$ cat src/rtl/scaled_bitmap_text_overlay_assert.svh
// ----------------------------------------------------------------------------
// Assertion macros for the text overlay block
// Clocked, reset-gated property checks that report through $error.
// ----------------------------------------------------------------------------
`ifndef SCALED_BITMAP_TEXT_OVERLAY_ASSERT_SVH
`define SCALED_BITMAP_TEXT_OVERLAY_ASSERT_SVH

// same-cycle implication
`define SBTO_ASSERT_IMPL(label, ante, cons) \
  label: assert property (@(posedge clk_i) disable iff (!rst_ni) (ante) |-> (cons)) \
    else $error("sbto assertion failed");

// next-cycle implication
`define SBTO_ASSERT_NEXT(label, ante, cons) \
  label: assert property (@(posedge clk_i) disable iff (!rst_ni) (ante) |=> (cons)) \
    else $error("sbto assertion failed");

`endif

$ cat src/rtl/sbto_pkg.sv
`timescale 1ns / 1ps
// ----------------------------------------------------------------------------
// sbto_pkg
// Types, constants and font tables of the scaled 5x7 text overlay.
// ----------------------------------------------------------------------------
package sbto_pkg;

  localparam int unsigned TextSlots = 64;
  localparam int unsigned SlotIdxW  = $clog2(TextSlots);
  localparam int unsigned CodeW     = 8;
  localparam int unsigned FrameW    = 13;
  localparam int unsigned ApbAddrW  = 3;
  localparam int unsigned ApbDataW  = 32;

  localparam logic ActLoad  = 1'b0;
  localparam logic ActPixel = 1'b1;

  localparam logic [ApbAddrW-1:0] RegFrameWidth = 3'd0;

  localparam logic [15:0] FgColor = 16'hFFFF;
  localparam logic [15:0] BgColor = 16'h0000;

  localparam logic [2:0] FontW = 3'd5;
  localparam logic [5:0] FontH = 6'd7;

  localparam logic [7:0] CharZero  = 8'h30;
  localparam logic [7:0] CharNine  = 8'h39;
  localparam logic [7:0] CharC     = 8'h43;
  localparam logic [7:0] CharD     = 8'h44;
  localparam logic [7:0] CharE     = 8'h45;
  localparam logic [7:0] CharF     = 8'h46;
  localparam logic [7:0] CharP     = 8'h50;
  localparam logic [7:0] CharS     = 8'h53;
  localparam logic [7:0] CharColon = 8'h3A;

  localparam logic [FrameW-1:0] Fw4k = 13'd3840;
  localparam logic [FrameW-1:0] Fw2k = 13'd1920;

  localparam int unsigned RecipShift = 14;

  typedef struct packed {
    logic       action;
    logic [5:0] char_index;
    logic [7:0] char_code;
    logic [8:0] pixel_x;
    logic [5:0] pixel_y;
  } in_item_t;

  typedef struct packed {
    logic [15:0] pixel_color;
    logic        outside_panel;
    logic [8:0]  area_width;
    logic [5:0]  area_height;
  } out_item_t;

  typedef struct packed {
    logic [2:0]  scale;
    logic [3:0]  pad_x;
    logic [2:0]  pad_y;
    logic [4:0]  advance;
    logic [10:0] recip;
    logic [8:0]  width;
    logic [5:0]  height;
  } layout_t;

  typedef struct packed {
    logic capture;
    logic calc;
    logic read;
    logic emit;
  } cmd_t;

  typedef struct packed {
    logic out_free;
  } status_t;

  typedef logic [0:6][4:0] glyph_t;

  function automatic layout_t make_layout(logic [FrameW-1:0] fw);
    layout_t           l;
    logic [FrameW-1:0] w;
    if (fw >= Fw4k) begin
      l = '{scale: 3'd4, pad_x: 4'd8, pad_y: 3'd7, advance: 5'd24, recip: 11'd683,
            width: 9'd0, height: 6'd42};
      w = 13'd448;
    end else if (fw >= Fw2k) begin
      l = '{scale: 3'd3, pad_x: 4'd6, pad_y: 3'd6, advance: 5'd18, recip: 11'd911,
            width: 9'd0, height: 6'd32};
      w = 13'd336;
    end else begin
      l = '{scale: 3'd2, pad_x: 4'd4, pad_y: 3'd5, advance: 5'd12, recip: 11'd1366,
            width: 9'd0, height: 6'd24};
      w = 13'd224;
    end
    if (fw != '0 && w > fw) begin
      w = fw;
    end
    if (w <= 13'd2) begin
      w = 13'd2;
    end else begin
      w = w & ~13'd1;
    end
    l.width = w[8:0];
    return l;
  endfunction

  function automatic logic [4:0] glyph_slot(logic [7:0] code);
    logic [7:0] d;
    d = code - CharZero;
    if (code >= CharZero && code <= CharNine) begin
      return d[4:0];
    end
    unique case (code)
      CharC:     return 5'd10;
      CharD:     return 5'd11;
      CharE:     return 5'd12;
      CharF:     return 5'd13;
      CharP:     return 5'd14;
      CharS:     return 5'd15;
      CharColon: return 5'd16;
      default:   return 5'd17;
    endcase
  endfunction

  function automatic glyph_t glyph_rows(logic [4:0] slot);
    unique case (slot)
      5'd0:    return {5'h0E, 5'h11, 5'h13, 5'h15, 5'h19, 5'h11, 5'h0E};
      5'd1:    return {5'h04, 5'h0C, 5'h04, 5'h04, 5'h04, 5'h04, 5'h0E};
      5'd2:    return {5'h0E, 5'h11, 5'h01, 5'h02, 5'h04, 5'h08, 5'h1F};
      5'd3:    return {5'h1E, 5'h01, 5'h01, 5'h0E, 5'h01, 5'h01, 5'h1E};
      5'd4:    return {5'h02, 5'h06, 5'h0A, 5'h12, 5'h1F, 5'h02, 5'h02};
      5'd5:    return {5'h1F, 5'h10, 5'h10, 5'h1E, 5'h01, 5'h01, 5'h1E};
      5'd6:    return {5'h06, 5'h08, 5'h10, 5'h1E, 5'h11, 5'h11, 5'h0E};
      5'd7:    return {5'h1F, 5'h01, 5'h02, 5'h04, 5'h08, 5'h08, 5'h08};
      5'd8:    return {5'h0E, 5'h11, 5'h11, 5'h0E, 5'h11, 5'h11, 5'h0E};
      5'd9:    return {5'h0E, 5'h11, 5'h11, 5'h0F, 5'h01, 5'h02, 5'h0C};
      5'd10:   return {5'h0E, 5'h11, 5'h10, 5'h10, 5'h10, 5'h11, 5'h0E};
      5'd11:   return {5'h1C, 5'h12, 5'h11, 5'h11, 5'h11, 5'h12, 5'h1C};
      5'd12:   return {5'h1F, 5'h10, 5'h10, 5'h1E, 5'h10, 5'h10, 5'h1F};
      5'd13:   return {5'h1F, 5'h10, 5'h10, 5'h1E, 5'h10, 5'h10, 5'h10};
      5'd14:   return {5'h1E, 5'h11, 5'h11, 5'h1E, 5'h10, 5'h10, 5'h10};
      5'd15:   return {5'h0F, 5'h10, 5'h10, 5'h0E, 5'h01, 5'h01, 5'h1E};
      5'd16:   return {5'h00, 5'h04, 5'h04, 5'h00, 5'h04, 5'h04, 5'h00};
      default: return '0;
    endcase
  endfunction

endpackage

$ cat src/rtl/sbto_ram.sv
`timescale 1ns / 1ps
// ----------------------------------------------------------------------------
// sbto_ram
// Generic single-write, single-read RAM with registered read data.
// ----------------------------------------------------------------------------
module sbto_ram #(
  parameter int unsigned Width = 8,
  parameter int unsigned Depth = 64
) (
  input  logic                     clk_i,
  input  logic                     we_i,
  input  logic [$clog2(Depth)-1:0] waddr_i,
  input  logic [Width-1:0]         wdata_i,
  input  logic                     re_i,
  input  logic [$clog2(Depth)-1:0] raddr_i,
  output logic [Width-1:0]         rdata_o
);

  logic [Width-1:0] mem_q [Depth];
  logic [Width-1:0] rdata_q;

  always_ff @(posedge clk_i) begin
    if (we_i) begin
      mem_q[waddr_i] <= wdata_i;
    end
    if (re_i) begin
      rdata_q <= mem_q[raddr_i];
    end
  end

  assign rdata_o = rdata_q;

endmodule

$ cat src/rtl/sbto_ctrl.sv
`timescale 1ns / 1ps
// ----------------------------------------------------------------------------
// sbto_ctrl
// Sequencer: capture, divide, store read and result hand-off per item.
// ----------------------------------------------------------------------------
module sbto_ctrl (
  input  logic             clk_i,
  input  logic             rst_ni,
  input  logic             in_valid_i,
  output logic             in_ready_o,
  input  sbto_pkg::status_t status_i,
  output sbto_pkg::cmd_t    cmd_o
);

  typedef enum logic [3:0] {
    StIdle = 4'b0001,
    StCalc = 4'b0010,
    StRead = 4'b0100,
    StEmit = 4'b1000
  } state_e;

  state_e state_q, state_d;

  always_comb begin
    state_d = state_q;
    cmd_o   = '0;
    unique case (state_q)
      StIdle: begin
        if (in_valid_i) begin
          cmd_o.capture = 1'b1;
          state_d       = StCalc;
        end
      end
      StCalc: begin
        cmd_o.calc = 1'b1;
        state_d    = StRead;
      end
      StRead: begin
        cmd_o.read = 1'b1;
        state_d    = StEmit;
      end
      StEmit: begin
        if (status_i.out_free) begin
          cmd_o.emit = 1'b1;
          state_d    = StIdle;
        end
      end
      default: state_d = StIdle;
    endcase
  end

  assign in_ready_o = (state_q == StIdle);

  always_ff @(posedge clk_i or negedge rst_ni) begin
    if (!rst_ni) begin
      state_q <= StIdle;
    end else begin
      state_q <= state_d;
    end
  end

endmodule

$ cat src/rtl/sbto_dp.sv
`timescale 1ns / 1ps
// ----------------------------------------------------------------------------
// sbto_dp
// Datapath: layout, text store, cell and glyph arithmetic, output register.
// ----------------------------------------------------------------------------
module sbto_dp (
  input  logic                              clk_i,
  input  logic                              rst_ni,
  input  logic [sbto_pkg::FrameW-1:0]       raster_width_i,
  input  sbto_pkg::in_item_t                in_item_i,
  input  sbto_pkg::cmd_t                    cmd_i,
  output sbto_pkg::status_t                 status_o,
  output logic                              out_valid_o,
  input  logic                              out_ready_i,
  output sbto_pkg::out_item_t               out_item_o
);

  sbto_pkg::layout_t   layout_q;
  sbto_pkg::in_item_t  item_q;
  sbto_pkg::out_item_t out_q, out_d;
  logic                out_valid_q;

  logic [sbto_pkg::TextSlots-1:0] mask_q;

  logic        outside_q, outside_d;
  logic        margin_q, margin_d;
  logic [8:0]  dx_q, dx_d;
  logic [5:0]  dy;
  logic [19:0] cell_prod;
  logic [sbto_pkg::SlotIdxW-1:0] cell_q;
  logic [11:0] row_prod;
  logic [5:0]  row_q, row_d;
  logic [10:0] adv_prod;
  logic [8:0]  rem;
  logic [4:0]  over;
  logic [2:0]  col_q, col_d;
  logic [sbto_pkg::TextSlots-1:0] covered;
  logic        prefix_ok_q, prefix_ok_d;
  logic [7:0]  code;
  logic [4:0]  glyph_bits;
  logic        ink;
  logic        is_pixel;
  logic        load_we;

  assign is_pixel = (item_q.action == sbto_pkg::ActPixel);
  assign load_we  = cmd_i.capture && (in_item_i.action == sbto_pkg::ActLoad);

  sbto_ram #(
    .Width(sbto_pkg::CodeW),
    .Depth(sbto_pkg::TextSlots)
  ) u_text_ram (
    .clk_i  (clk_i),
    .we_i   (load_we),
    .waddr_i(in_item_i.char_index),
    .wdata_i(in_item_i.char_code),
    .re_i   (cmd_i.read),
    .raddr_i(cell_q),
    .rdata_o(code)
  );

  always_ff @(posedge clk_i) begin
    layout_q <= sbto_pkg::make_layout(raster_width_i);
  end

  // first stage: bounds, offsets, cell via reciprocal, glyph row
  always_comb begin
    outside_d = (item_q.pixel_x >= layout_q.width) || (item_q.pixel_y >= layout_q.height);
    margin_d  = (item_q.pixel_x < 9'(layout_q.pad_x)) || (item_q.pixel_y < 6'(layout_q.pad_y));
    dx_d      = item_q.pixel_x - 9'(layout_q.pad_x);
    dy        = item_q.pixel_y - 6'(layout_q.pad_y);
    cell_prod = 20'(dx_d) * 20'(layout_q.recip);
    row_prod  = 12'(dy) * 12'd43;
    unique case (layout_q.scale)
      3'd4:    row_d = dy >> 2;
      3'd3:    row_d = 6'(row_prod >> 7);
      default: row_d = dy >> 1;
    endcase
  end

  // second stage: column inside the cell, text-end check
  always_comb begin
    adv_prod = 11'(cell_q) * 11'(layout_q.advance);
    rem      = dx_q - adv_prod[8:0];
    for (int k = 0; k < 5; k++) begin
      over[k] = (rem >= 9'((k + 1) * int'(layout_q.scale)));
    end
    col_d = 3'($countones(over));
    for (int i = 0; i < sbto_pkg::TextSlots; i++) begin
      covered[i] = (i <= int'(cell_q));
    end
    prefix_ok_d = &(mask_q | ~covered);
  end

  always_comb begin
    glyph_bits = sbto_pkg::glyph_rows(sbto_pkg::glyph_slot(code))[row_q[2:0]];
    ink = is_pixel && !outside_q && !margin_q && (row_q < sbto_pkg::FontH) &&
          (col_q < sbto_pkg::FontW) && prefix_ok_q && glyph_bits[3'd4 - col_q];
    out_d.pixel_color   = ink ? sbto_pkg::FgColor : sbto_pkg::BgColor;
    out_d.outside_panel = is_pixel && outside_q;
    out_d.area_width    = layout_q.width;
    out_d.area_height   = layout_q.height;
  end

  always_ff @(posedge clk_i) begin
    if (cmd_i.capture) begin
      item_q <= in_item_i;
    end
    if (cmd_i.calc) begin
      outside_q <= outside_d;
      margin_q  <= margin_d;
      dx_q      <= dx_d;
      cell_q    <= cell_prod[sbto_pkg::RecipShift +: sbto_pkg::SlotIdxW];
      row_q     <= row_d;
    end
    if (cmd_i.read) begin
      col_q       <= col_d;
      prefix_ok_q <= prefix_ok_d;
    end
    if (cmd_i.emit) begin
      out_q <= out_d;
    end
  end

  always_ff @(posedge clk_i or negedge rst_ni) begin
    if (!rst_ni) begin
      mask_q      <= '0;
      out_valid_q <= 1'b0;
    end else begin
      if (load_we) begin
        mask_q[in_item_i.char_index] <= (in_item_i.char_code != '0);
      end
      if (cmd_i.emit) begin
        out_valid_q <= 1'b1;
      end else if (out_ready_i) begin
        out_valid_q <= 1'b0;
      end
    end
  end

  assign status_o.out_free = !out_valid_q || out_ready_i;
  assign out_valid_o       = out_valid_q;
  assign out_item_o        = out_q;

endmodule

$ cat src/rtl/scaled_bitmap_text_overlay.sv
`timescale 1ns / 1ps
// ----------------------------------------------------------------------------
// scaled_bitmap_text_overlay
// Scaled 5x7 font text panel: store text, answer one panel pixel per item.
// ----------------------------------------------------------------------------
// Input channel (in_valid_i/in_ready_o, in_item_i): a load item writes one
// character code into the 64-slot text store; a pixel item asks for the
// color of one panel pixel. Every item returns exactly one result item on
// the output channel (out_valid_o/out_ready_i, out_item_o), in order.
// Register raster_width (APB, address 0) sets font scale and panel size; it
// reaches the datapath through the raster_width and layout registers.
// An item is taken only while the sequencer is idle and passes through
// capture, cell divide, store read and result stages; no new item is taken
// until the last one has left its result stage. The text store read port
// and the four-step sequencer set this.
// A result waiting in the output register does not block the next accept;
// if the receiver still stalls when the next result is ready, the block
// holds in its result stage until the register frees.
// Reset empties the text (all slots NUL), clears raster_width and drops any
// pending result. No clearing pass: a per-slot present mask covers the store.
// ----------------------------------------------------------------------------
`include "scaled_bitmap_text_overlay_assert.svh"

module scaled_bitmap_text_overlay (
  input  logic                                clk_i,
  input  logic                                rst_ni,
  input  logic                                in_valid_i,
  output logic                                in_ready_o,
  input  sbto_pkg::in_item_t                  in_item_i,
  output logic                                out_valid_o,
  input  logic                                out_ready_i,
  output sbto_pkg::out_item_t                 out_item_o,
  input  logic                                psel,
  input  logic                                penable,
  input  logic                                pwrite,
  input  logic [sbto_pkg::ApbAddrW-1:0]       paddr,
  input  logic [sbto_pkg::ApbDataW-1:0]       pwdata,
  output logic [sbto_pkg::ApbDataW-1:0]       prdata,
  output logic                                pready
);

  logic [sbto_pkg::FrameW-1:0] raster_width_q;
  logic                        reg_hit;
  logic                        cfg_we;
  sbto_pkg::cmd_t              cmd;
  sbto_pkg::status_t           status;

  assign pready  = 1'b1;
  assign reg_hit = ({paddr[sbto_pkg::ApbAddrW-1:2], 2'b00} == sbto_pkg::RegFrameWidth);
  assign cfg_we  = psel && penable && pwrite && pready && reg_hit;
  assign prdata  = reg_hit ? sbto_pkg::ApbDataW'(raster_width_q) : '0;

  always_ff @(posedge clk_i or negedge rst_ni) begin
    if (!rst_ni) begin
      raster_width_q <= '0;
    end else if (cfg_we) begin
      raster_width_q <= pwdata[sbto_pkg::FrameW-1:0];
    end
  end

  sbto_ctrl u_ctrl (
    .clk_i     (clk_i),
    .rst_ni    (rst_ni),
    .in_valid_i(in_valid_i),
    .in_ready_o(in_ready_o),
    .status_i  (status),
    .cmd_o     (cmd)
  );

  sbto_dp u_dp (
    .clk_i         (clk_i),
    .rst_ni        (rst_ni),
    .raster_width_i(raster_width_q),
    .in_item_i     (in_item_i),
    .cmd_i         (cmd),
    .status_o      (status),
    .out_valid_o   (out_valid_o),
    .out_ready_i   (out_ready_i),
    .out_item_o    (out_item_o)
  );

  `SBTO_ASSERT_NEXT(a_busy_after_accept, in_valid_i && in_ready_o, !in_ready_o)
  `SBTO_ASSERT_IMPL(a_emit_into_free_reg, cmd.emit, !out_valid_o || out_ready_i)
  `SBTO_ASSERT_IMPL(a_outside_is_black, out_valid_o && out_item_o.outside_panel,
                    out_item_o.pixel_color == sbto_pkg::BgColor)
  `SBTO_ASSERT_IMPL(a_width_even, out_valid_o, !out_item_o.area_width[0])

endmodule

$ cat config.mk
export PLATFORM = sky130hd
export DESIGN_NAME = scaled_bitmap_text_overlay
export DESIGN_NICKNAME = d
export VERILOG_FILES = /design/src/rtl/sbto_pkg.sv /design/src/rtl/sbto_ram.sv /design/src/rtl/sbto_ctrl.sv /design/src/rtl/sbto_dp.sv /design/src/rtl/scaled_bitmap_text_overlay.sv
export VERILOG_INCLUDE_DIRS = /design/src /design/src/rtl
export SDC_FILE = /design/constraint.sdc
export NUM_CORES = 1
export LEC_CHECK = 0
export BUFFER_PORTS_ARGS = -buffer_cell sky130_fd_sc_hd__buf_2
export CORE_MARGIN = 1.5
export CORE_UTILIZATION = 45
export CTS_BUF_LIST = sky130_fd_sc_hd__clkbuf_16
export CTS_CLUSTER_DIAMETER = 80
export DETAILED_ROUTE_END_ITERATION = 16
export PLACE_DENSITY_LB_ADDON = 0.05
export SLEW_MARGIN = 30
export SYNTH_ARGS = -nofsm -noshare
export SYNTH_HDL_FRONTEND = slang
export SYNTH_SLANG_ARGS = --single-unit
$ cat constraint.sdc
create_clock -name clk_i -period 19.6 [get_ports clk_i]
set_input_delay 3.92 -clock clk_i [delete_from_list [all_inputs] [get_ports clk_i]]
set_output_delay 3.92 -clock clk_i [all_outputs]
set_load 0.05 [all_outputs]
Word-level counts from Yosys, hierarchy flattened
Memory sizes are Yosys's and may differ from the RTL's. A register that Yosys moved wholly into a read port is not among the register bits.
Index checks and enable logic that the tools add are counted.
{ "word_totals": {"register_bits": 198, "ramBits": 512, "rom_bits": 1120, "in_bits": 72, "out_inout_bits": 67, "elab_cells": 203, "n_memories": 2} }
{ "op_classes": {"add_sub_neg": 9, "multipliers": 5, "order_cmp": 84, "eq_ne": 15, "mux": 32, "bitwise_logic": 5, "n_reduce_logical": 25} }
{ "memory_table": {"columns": ["name", "depth", "word_bits", "rd", "rd_ports_with_merged_regs", "wr", "line", "rtl"], "rows": [
  ["(no name shown)", 32, 35, 1, 0, 0, "sbto_pkg.sv:126", "unique case (slot)"],
  ["u_dp.u_text_ram.mem_q", 64, 8, 1, 1, 1, "sbto_ram.sv:19", "logic [Width-1:0] mem_q [Depth];"]
]} }
{ "ops": {"columns": ["operator", "count"], "rows": [
  ["$le A6 B6 Y1 const A", 32],
  ["$le A5 B6 Y1 const A", 16],
  ["$bwmux W64", 1],
  ["$not A64 Y64", 1],
  ["$or A64 B64 Y64", 1],
  ["$reduce_and A64 Y1", 1],
  ["$eq A8 B7 Y1 const B", 6],
  ["$le A4 B6 Y1 const A", 8],
  ["$mux W39", 1],
  ["$pmux W5 S7", 1],
  ["$ge A9 B9 Y1", 3],
  ["$mux W13", 2],
  ["$le A3 B6 Y1 const A", 4],
  ["$mul A9 B11 Y20", 1],
  ["$mux W5", 4],
  ["$mux W9", 2],
  ["$mux W16", 1],
  ["$pmux W4 S4", 1],
  ["$bmux W5 S3", 1],
  ["$logic_and A1 B1 Y1", 14],
  ["$ge A13 B11 Y1 const B", 1],
  ["$ge A13 B12 Y1 const B", 1],
  ["$gt A9 B13 Y1", 1],
  ["$le A13 B2 Y1 const B", 1],
  ["49 further kinds", 70]
]} }

Logic depth before layout (Yosys ltp)
Gate-level depths: netlist of run 1.
An unclocked memory read counts as a cell.
{ "logic_depth": {"ltp_word": 12, "mapped_depth": 27, "ltp_nobuf": 27} }

Hierarchy
Synthesis of run 1 repeated with hierarchy kept, for this count alone.
{ "unflattened": {"cells_unflattened": 2379, "area_unflattened_um2": 33804.9} }
{ "by_module_without_submodules": {"columns": ["mod", "n_inst", "cells_per_inst", "area_each_um2", "seq_area_each_um2"], "rows": [
  ["sbto_ram", 1, 940, 20246.9, 15615.0],
  ["sbto_dp", 1, 1354, 12519.5, 3588.4],
  ["scaled_bitmap_text_overlay", 1, 64, 790.8, 325.3],
  ["sbto_ctrl", 1, 21, 247.7, 101.3]
]} }

Worst setup path after synthesis of run 1
OpenSTA, ideal clock, no wires.
{ "synth_timing": {"path_kind": "in2out", "startpoint": "input port paddr[2] in the netlist's numbering", "endpoint": "output port prdata[10] in the netlist's numbering", "t_arrival_ns": 4.814, "t_required_ns": 15.680, "setup_slack_ns": 10.866, "cell_stages": 2, "path_buffers": 1, "path_cell_list": "clkbuf_1 nor2b_1"} }
{ "synth_between": {"elab_chain_cells": 1} }
{ "synth_lines": {"columns": ["element", "line", "rtl"], "rows": [
  ["from (decl)", "scaled_bitmap_text_overlay.sv:36", "input logic [sbto_pkg::ApbAddrW-1:0] paddr,"],
  ["$mux W13", "scaled_bitmap_text_overlay.sv:51", "assign prdata = reg_hit ? sbto_pkg::ApbDataW'(raster_width_q) : '0;"],
  ["to (decl)", "scaled_bitmap_text_overlay.sv:38", "output logic [sbto_pkg::ApbDataW-1:0] prdata,"]
]} }
No other way between the ends.

Worst setup path in the final report of run 1
Same ends and word-level chain as after synthesis.

==> results of run 1 <==
[per-layer routing]
layer,share of wire,vias up
li1,-,9424
met1,0.46,10300
met2,0.46,582
met3,0.047,137
met4,0.027,0
met5,0,-
[cells in the mapped netlist (14+ instances only)]
cell type / instances / area share
a211oi_1: 32 / 0.0073
a21o_1: 17 / 0.0039
a21oi_1: 78 / 0.012
a221oi_1: 67 / 0.018
a31oi_1: 57 / 0.011
buf_2: 14 / 0.0021
buf_4: 38 / 0.0087
clkbuf_1: 79 / 0.0090
dfrtp_1: 81 / 0.062
dfxtp_1: 14 / 0.0085
edfxtp_1: 576 / 0.53
fa_1: 81 / 0.049
ha_1: 134 / 0.051
inv_1: 199 / 0.023
mux2_2: 28 / 0.0096
mux2i_1: 87 / 0.027
mux4_2: 32 / 0.022
nand2_1: 129 / 0.015
nand2b_1: 14 / 0.0027
nand3_1: 24 / 0.0037
nand4_1: 14 / 0.0027
nor2_1: 281 / 0.032
nor2b_1: 22 / 0.0042
nor3_1: 35 / 0.0053
o2111ai_1: 27 / 0.0072
o21ai_0: 91 / 0.014
o22ai_1: 15 / 0.0029
xnor2_1: 18 / 0.0048
[state kept, by name, summed over array words and instances, names as in the netlist]
signal / cells
u_dp.col_q: 3
u_dp.u_text_ram.mem_q: 512
u_dp.outside_q: 1
u_dp.out_item_o: 14
u_dp.prefix_ok_q: 1
u_dp.cell_q: 6
u_dp.u_text_ram.rdata_o: 8
raster_width_q: 13
u_dp.margin_q: 1
u_dp.row_q: 5
u_dp.is_pixel: 1
u_ctrl.state_q: 4
u_dp.dx_q: 9
u_dp.layout_q: 14
u_dp.out_valid_o: 1
u_dp.mask_q: 64
u_dp.item_q: 15
[cell type report]
| cell class | instances | area, µm² |
|---|---|---|
| antenna | 1 | 2.50 |
| clock buffer | 74 | 1850 |
| clock inverter | 62 | 463 |
| fill | 6292 | 35300 |
| inverter | 202 | 758 |
| multi-input combinational | 1496 | 11900 |
| sequential | 672 | 19600 |
| tap | 950 | 1190 |
| timing repair buffer | 135 | 826 |
[power by group]
part / switching, mW / internal, mW
combinational: 2.07 / 1.36
clock: 0.571 / 0.748
sequential: 0.0721 / 1.68
total: 2.72 / 3.79
[logic make-up (layout without fill, tap and decap cells)]
family	count (synthesis)	count (layout)	share of synthesized area
AO/OA/AOI/OAI	480	480	0.102
adder cells (fa/ha/maj)	217	217	0.101
AND/OR/NAND/NOR	598	598	0.0839
flip-flops	672	672	0.599
buffers and inverters	352	473	0.0471
multiplexers	147	147	0.0582
XOR/XNOR	31	31	0.00828
other	2	24	0.000229
[worst reg2reg max path, stage by stage, from the launching register on]
cell     delay (ns)
dfxtp_1        0.31
buf_4          0.21
inv_1          0.50
ha_1           0.39
nor2b_1        0.15
nor3_1         0.30
nand2_1        0.11
xor2_1         0.40
nor2_1         0.20
fa_1           0.55
inv_1          0.06
fa_1           0.50
inv_1          0.06
fa_1           0.54
inv_1          0.06
fa_1           0.53
inv_1          0.04
ha_1           0.29
a21o_1         0.18
a21oi_1        0.14
o21ai_0        0.13
o31a_1         0.36
o211a_1        0.28
o21a_1         0.19
nor2_1         0.12
xnor2_1        0.07
[worst min-delay path by stage]
stage	from	end	cells after the start	slack, ns
6_report	u_dp.layout_q[8]	u_dp.out_item_o[8]	0	0.43
5_1_grt	u_dp.layout_q[12]	u_dp.out_item_o[12]	0	0.44
4_1_cts	u_dp.layout_q[8]	u_dp.out_item_o[8]	0	0.43
3_5_place_dp	u_dp.layout_q[11]	u_dp.out_item_o[11]	0	0.42
3_3_place_gp	u_dp.layout_q[8]	u_dp.out_item_o[8]	0	0.42
2_1_floorplan	u_dp.layout_q[4]	u_dp.out_item_o[4]	0	0.41
[metrics by stage]
stage                     std cells  utilization
after floorplan                2520            -
after CTS                      3589        0.508
final                          3592        0.509
after global placement         3453        0.475
after detailed placement       3453        0.476
after global routing           3591        0.509
==> impl_metrics.toml, run 1 <==
[route]
drtPass1Iterations = 5
routed_wirelength_um = 88400
drc = 0
vias = 20500
viasPerCell = 5.70
detailedRoute.firstIterationViolations = 1788
ant_nets = 0
wl_per_cell_um = 24.6

[cts]
clk_pin_slew_ns = 0.06
clkSinkCount = 672
numCtsBuffers = 74
cts_tree = "built"
htree_levels = 3
clock_latency_ns = 0.62
hold_buffers = 0
cts_max_path_buffers = 3
cts_post_setup_buffers_inserted = 0
cts_root_buffer = "clkbuf_16"
post_cts_resized = 0

[pwr]
pwr_density_cell_nw_per_um2 = 178
power.total_mw = 6.50
p_leak_nw = 13.7
ir_worst_vdd_mv = 0.161

[setup_path]
crit_family = "buffers and inverters"
reg2reg_setup_slack_ns = 12.69
critPathCapture = "prdata[10]"
r2r_cells = 25
critPathRequiredTime_ns = 15.68
reg2reg_to = "u_dp.cell_q[5]"
crit_path_end_kind = "primary output"
reg2reg_from = "u_dp.layout_q[1]"
start_kind = "input port"
startpoint = "paddr[2]"
crit_chain = "buf_2 -> nor2b_1 -> buf_2"
cpMostUsedCell = "buf_2"
cpPeakStageDelay_ns = 0.27
path_buf_inv = 2
path_depth = 3
crit_type = "in -> out"
worst-path-max-fanout = 14
cp_slowest_cell = "buf_2"
cp_data_arrival_time_ns = 4.51

[grt]
grtUsageMet1 = 0.348
grt.total_usage = 0.240
grt_use_met2 = 0.381
grt_max_degree = 107
use_met3 = 0.0318
overflow = 0
grt.busiest_layer = "met2"
grt_pass1_vias = 20900
grt_pass1_wl_um = 133000
antenna_found_initial = 1

[logic_synthesis]
ys_seq_area_frac = 0.599
ys.flop_type = "edfxtp_1"
mappedNetlistArea_um2 = 32800
synth_warnings = 0
synth_edf_count = 576
synth_cell_types = 93
ys_seq_elements = 672
synthCells = 2499
synthArstFlopShare = 0.122
synth_area_per_cell_um2 = 13.1

[floorplanning]
die_area_um2 = 74500
fp.coreArea_um2 = 71900
ioPinCount = 139
start_util = 0.456
fp.dieW_um = 273
die_h_um = 273
placementRows = 98

[layout]
drive_above_1_share = 0.145
layout_commonest_cell = "edfxtp_1"
area_delta_synth_final_pct = 11.6
fin_area_um2 = 36600
finish.net_count = 2868
final_cell_mix = "576 x edfxtp_1, 233 x nor2_1, 222 x inv_1"

[sta]
slew_viol_final = 0
tightest_slew_ns = 1.02
hold_viol = 0
min_period_over_period = 0.430
max_freq_mhz = 119
rsz0062_at_grt = "no"
worst_hold_slack_ns = 0.428
fin_setup_tns_ns = 0
max_slew_margin = 0.317
clock_skew_ns = 0.0175
setup_viol = 0
min_period_ns = 8.43
worst_slack_ns = 11.17

[placement]
place.gp.congestion = 0.910
post-place-ws_ns = 11.18
post_dp_cell_area_um2 = 34200
port_buffers = 94
dpl.hpwl_um = 57200

[flow_run]
cap_violations = 0

[run_status]
status = "finished clean"

[min_path]
hold_path_class = "reg -> reg"
Note: power is estimated with default switching activity, not from simulation.
==> run 2, diff against run 1 <==
==> constraint.sdc (replaced) <==
create_clock -name clk_i -period 7.7 [get_ports clk_i]
set_input_delay 1.54 -clock clk_i [delete_from_list [all_inputs] [get_ports clk_i]]
set_output_delay 1.54 -clock clk_i [all_outputs]
set_load 0.05 [all_outputs]
==> run 2 against run 1 <==
Hold slack better by 0.0064 ns. Register-to-register slack lost 12 ns. Sequential cell count unchanged. Critical path depth increased by 23. Die area unchanged. Clock-buffer cell count grew 1. Combinational power rose to 2.5 times the previous value.
==> impl_metrics.toml, run 2 (synthesis results as in run 1) <==
[setup_path]
reg2reg_from = "u_dp.layout_q[1]"
r2r_cells = 26
crit_type = "reg -> reg"
cpMostUsedCell = "inv_1"
critPathRequiredTime_ns = 8.05
reg2reg_setup_slack_ns = 1.07
cp_slowest_cell = "fa_1"
crit_family = "adder cells"
start_kind = "flop"
crit_path_end_kind = "flop"
worst-path-max-fanout = 17
reg2reg_to = "u_dp.cell_q[5]"
cp_data_arrival_time_ns = 6.99
path_buf_inv = 8
cpPeakStageDelay_ns = 0.57

[min_path]
hold_path_class = "reg -> reg"
worst_hold_startpoint = "u_dp.layout_q[10]"
hold_path_depth = 0
holdPathEnd = "u_dp.out_item_o[10]"

[sta]
max_freq_mhz = 151
fin_setup_tns_ns = 0
min_period_ns = 6.63
hold_viol = 0
clock_skew_ns = 0.0216
setup_viol = 0
rsz0062_at_grt = "no"
min_period_over_period = 0.861
slew_viol_final = 0
max_slew_margin = 0.338
tightest_slew_ns = 0.989

[placement]
post_dp_cell_area_um2 = 34200
place.gp.congestion = 0.919
dpl.hpwl_um = 58800
port_buffers = 94

[cts]
hold_buffers = 0
cts_max_path_buffers = 3
cts_root_buffer = "clkbuf_16"
cts_tree = "built"
clk_pin_slew_ns = 0.06
numCtsBuffers = 75
htree_levels = 3
clock_latency_ns = 0.63
clkSinkCount = 672
cts_post_setup_buffers_inserted = 0
post_cts_resized = 0

[route]
ant_nets = 0
detailedRoute.firstIterationViolations = 1881
drtPass1Iterations = 5
vias = 20500
viasPerCell = 5.71
routed_wirelength_um = 89000
drc = 0
wl_per_cell_um = 24.8

[flow_run]
cap_violations = 0

[grt]
antenna_found_initial = 4
overflow = 0
grt.total_usage = 0.243
grt_max_degree = 99
grt_pass1_vias = 20800
grt_pass1_wl_um = 134000

[pwr]
pwr_density_cell_nw_per_um2 = 455
ir_worst_vdd_mv = 0.460
power.total_mw = 16.7
p_leak_nw = 13.8

[layout]
finish.net_count = 2872
final_cell_mix = "576 x edfxtp_1, 235 x nor2_1, 219 x inv_1"
seq_area_um2 = 19600
multiInputGateArea_um2 = 11900
layout_commonest_cell = "edfxtp_1"
nFillCells = 6249
fin_area_um2 = 36700
fin_util = 0.511
reg_top3 = "u_dp.u_text_ram.mem_q (512), u_dp.mask_q (64), u_dp.item_q (15)"
largest_reg_flops = 512
largest-register = "u_dp.u_text_ram.mem_q"
area_delta_synth_final_pct = 12.0
drive_above_1_share = 0.148

[floorplanning]
die_area_um2 = 74500
fp.dieW_um = 273
die_h_um = 273
placementRows = 98
fp.coreArea_um2 = 71900
ioPinCount = 139
start_util = 0.456

[run_status]
status = "finished clean"
==> run 2: cell types whose count changed in the layout (fill, tap and decap cells not counted), moves of 3 or more <==
cell,before,now
inv_1,222,219
bufinv_16,4,7
buf_4,39,43
clkinv_1,18,13
==> run 2: worst max path at each step <==
| stage | from | to | slack (ns) | cells past startpoint |
|---|---|---|---|---|
| after floorplan | u_dp.cell_q[0] | u_dp.col_q[1] | 1.12 | 22 |
| after global placement | u_dp.layout_q[1] | u_dp.cell_q[5] | 1.07 | 26 |
| after detailed placement | u_dp.layout_q[1] | u_dp.cell_q[5] | 1.08 | 26 |
| after CTS | u_dp.layout_q[1] | u_dp.cell_q[5] | 1.05 | 26 |
| after global routing | u_dp.layout_q[1] | u_dp.cell_q[5] | 0.60 | 27 |
| final | u_dp.layout_q[1] | u_dp.cell_q[5] | 1.07 | 26 |
==> run 2: layer usage <==
layer | GRT usage | vias up | share of wire
li1 | - | 9414 | -
met5 | 0 | - | 0.00011
met3 | 0.0366 | 135 | 0.056
met4 | 0.0754 | 2 | 0.027
met2 | 0.381 | 617 | 0.46
met1 | 0.348 | 10400 | 0.45
==> run 2: cell type report <==
cell class | count | area share
multi-input combinational | 1496 | 0.323
tap | 950 | 0.0324
clock inverter | 62 | 0.0156
inverter | 202 | 0.0207
clock buffer | 75 | 0.0511
sequential | 672 | 0.535
timing repair buffer | 138 | 0.0223
antenna | 2 | 0.000136
==> run 2: power breakdown <==
group / internal (mW) / switching [mW] / total (mW)
clock: 2.04 / 1.50 / 3.53
sequential: 4.28 / 0.180 / 4.46
combinational: 3.47 / 5.25 / 8.72
==> run 2: through the flow <==
stage / std cells / hold WS, ns / setup WS, ns
floorplan: 2520 / 0.406 / 1.12
global placement: 3458 / 0.424 / 1.07
detailed placement: 3458 / 0.423 / 1.08
CTS: 3595 / 0.434 / 1.05
global route: 3595 / 0.459 / 0.600
finish: 3597 / 0.434 / 1.07
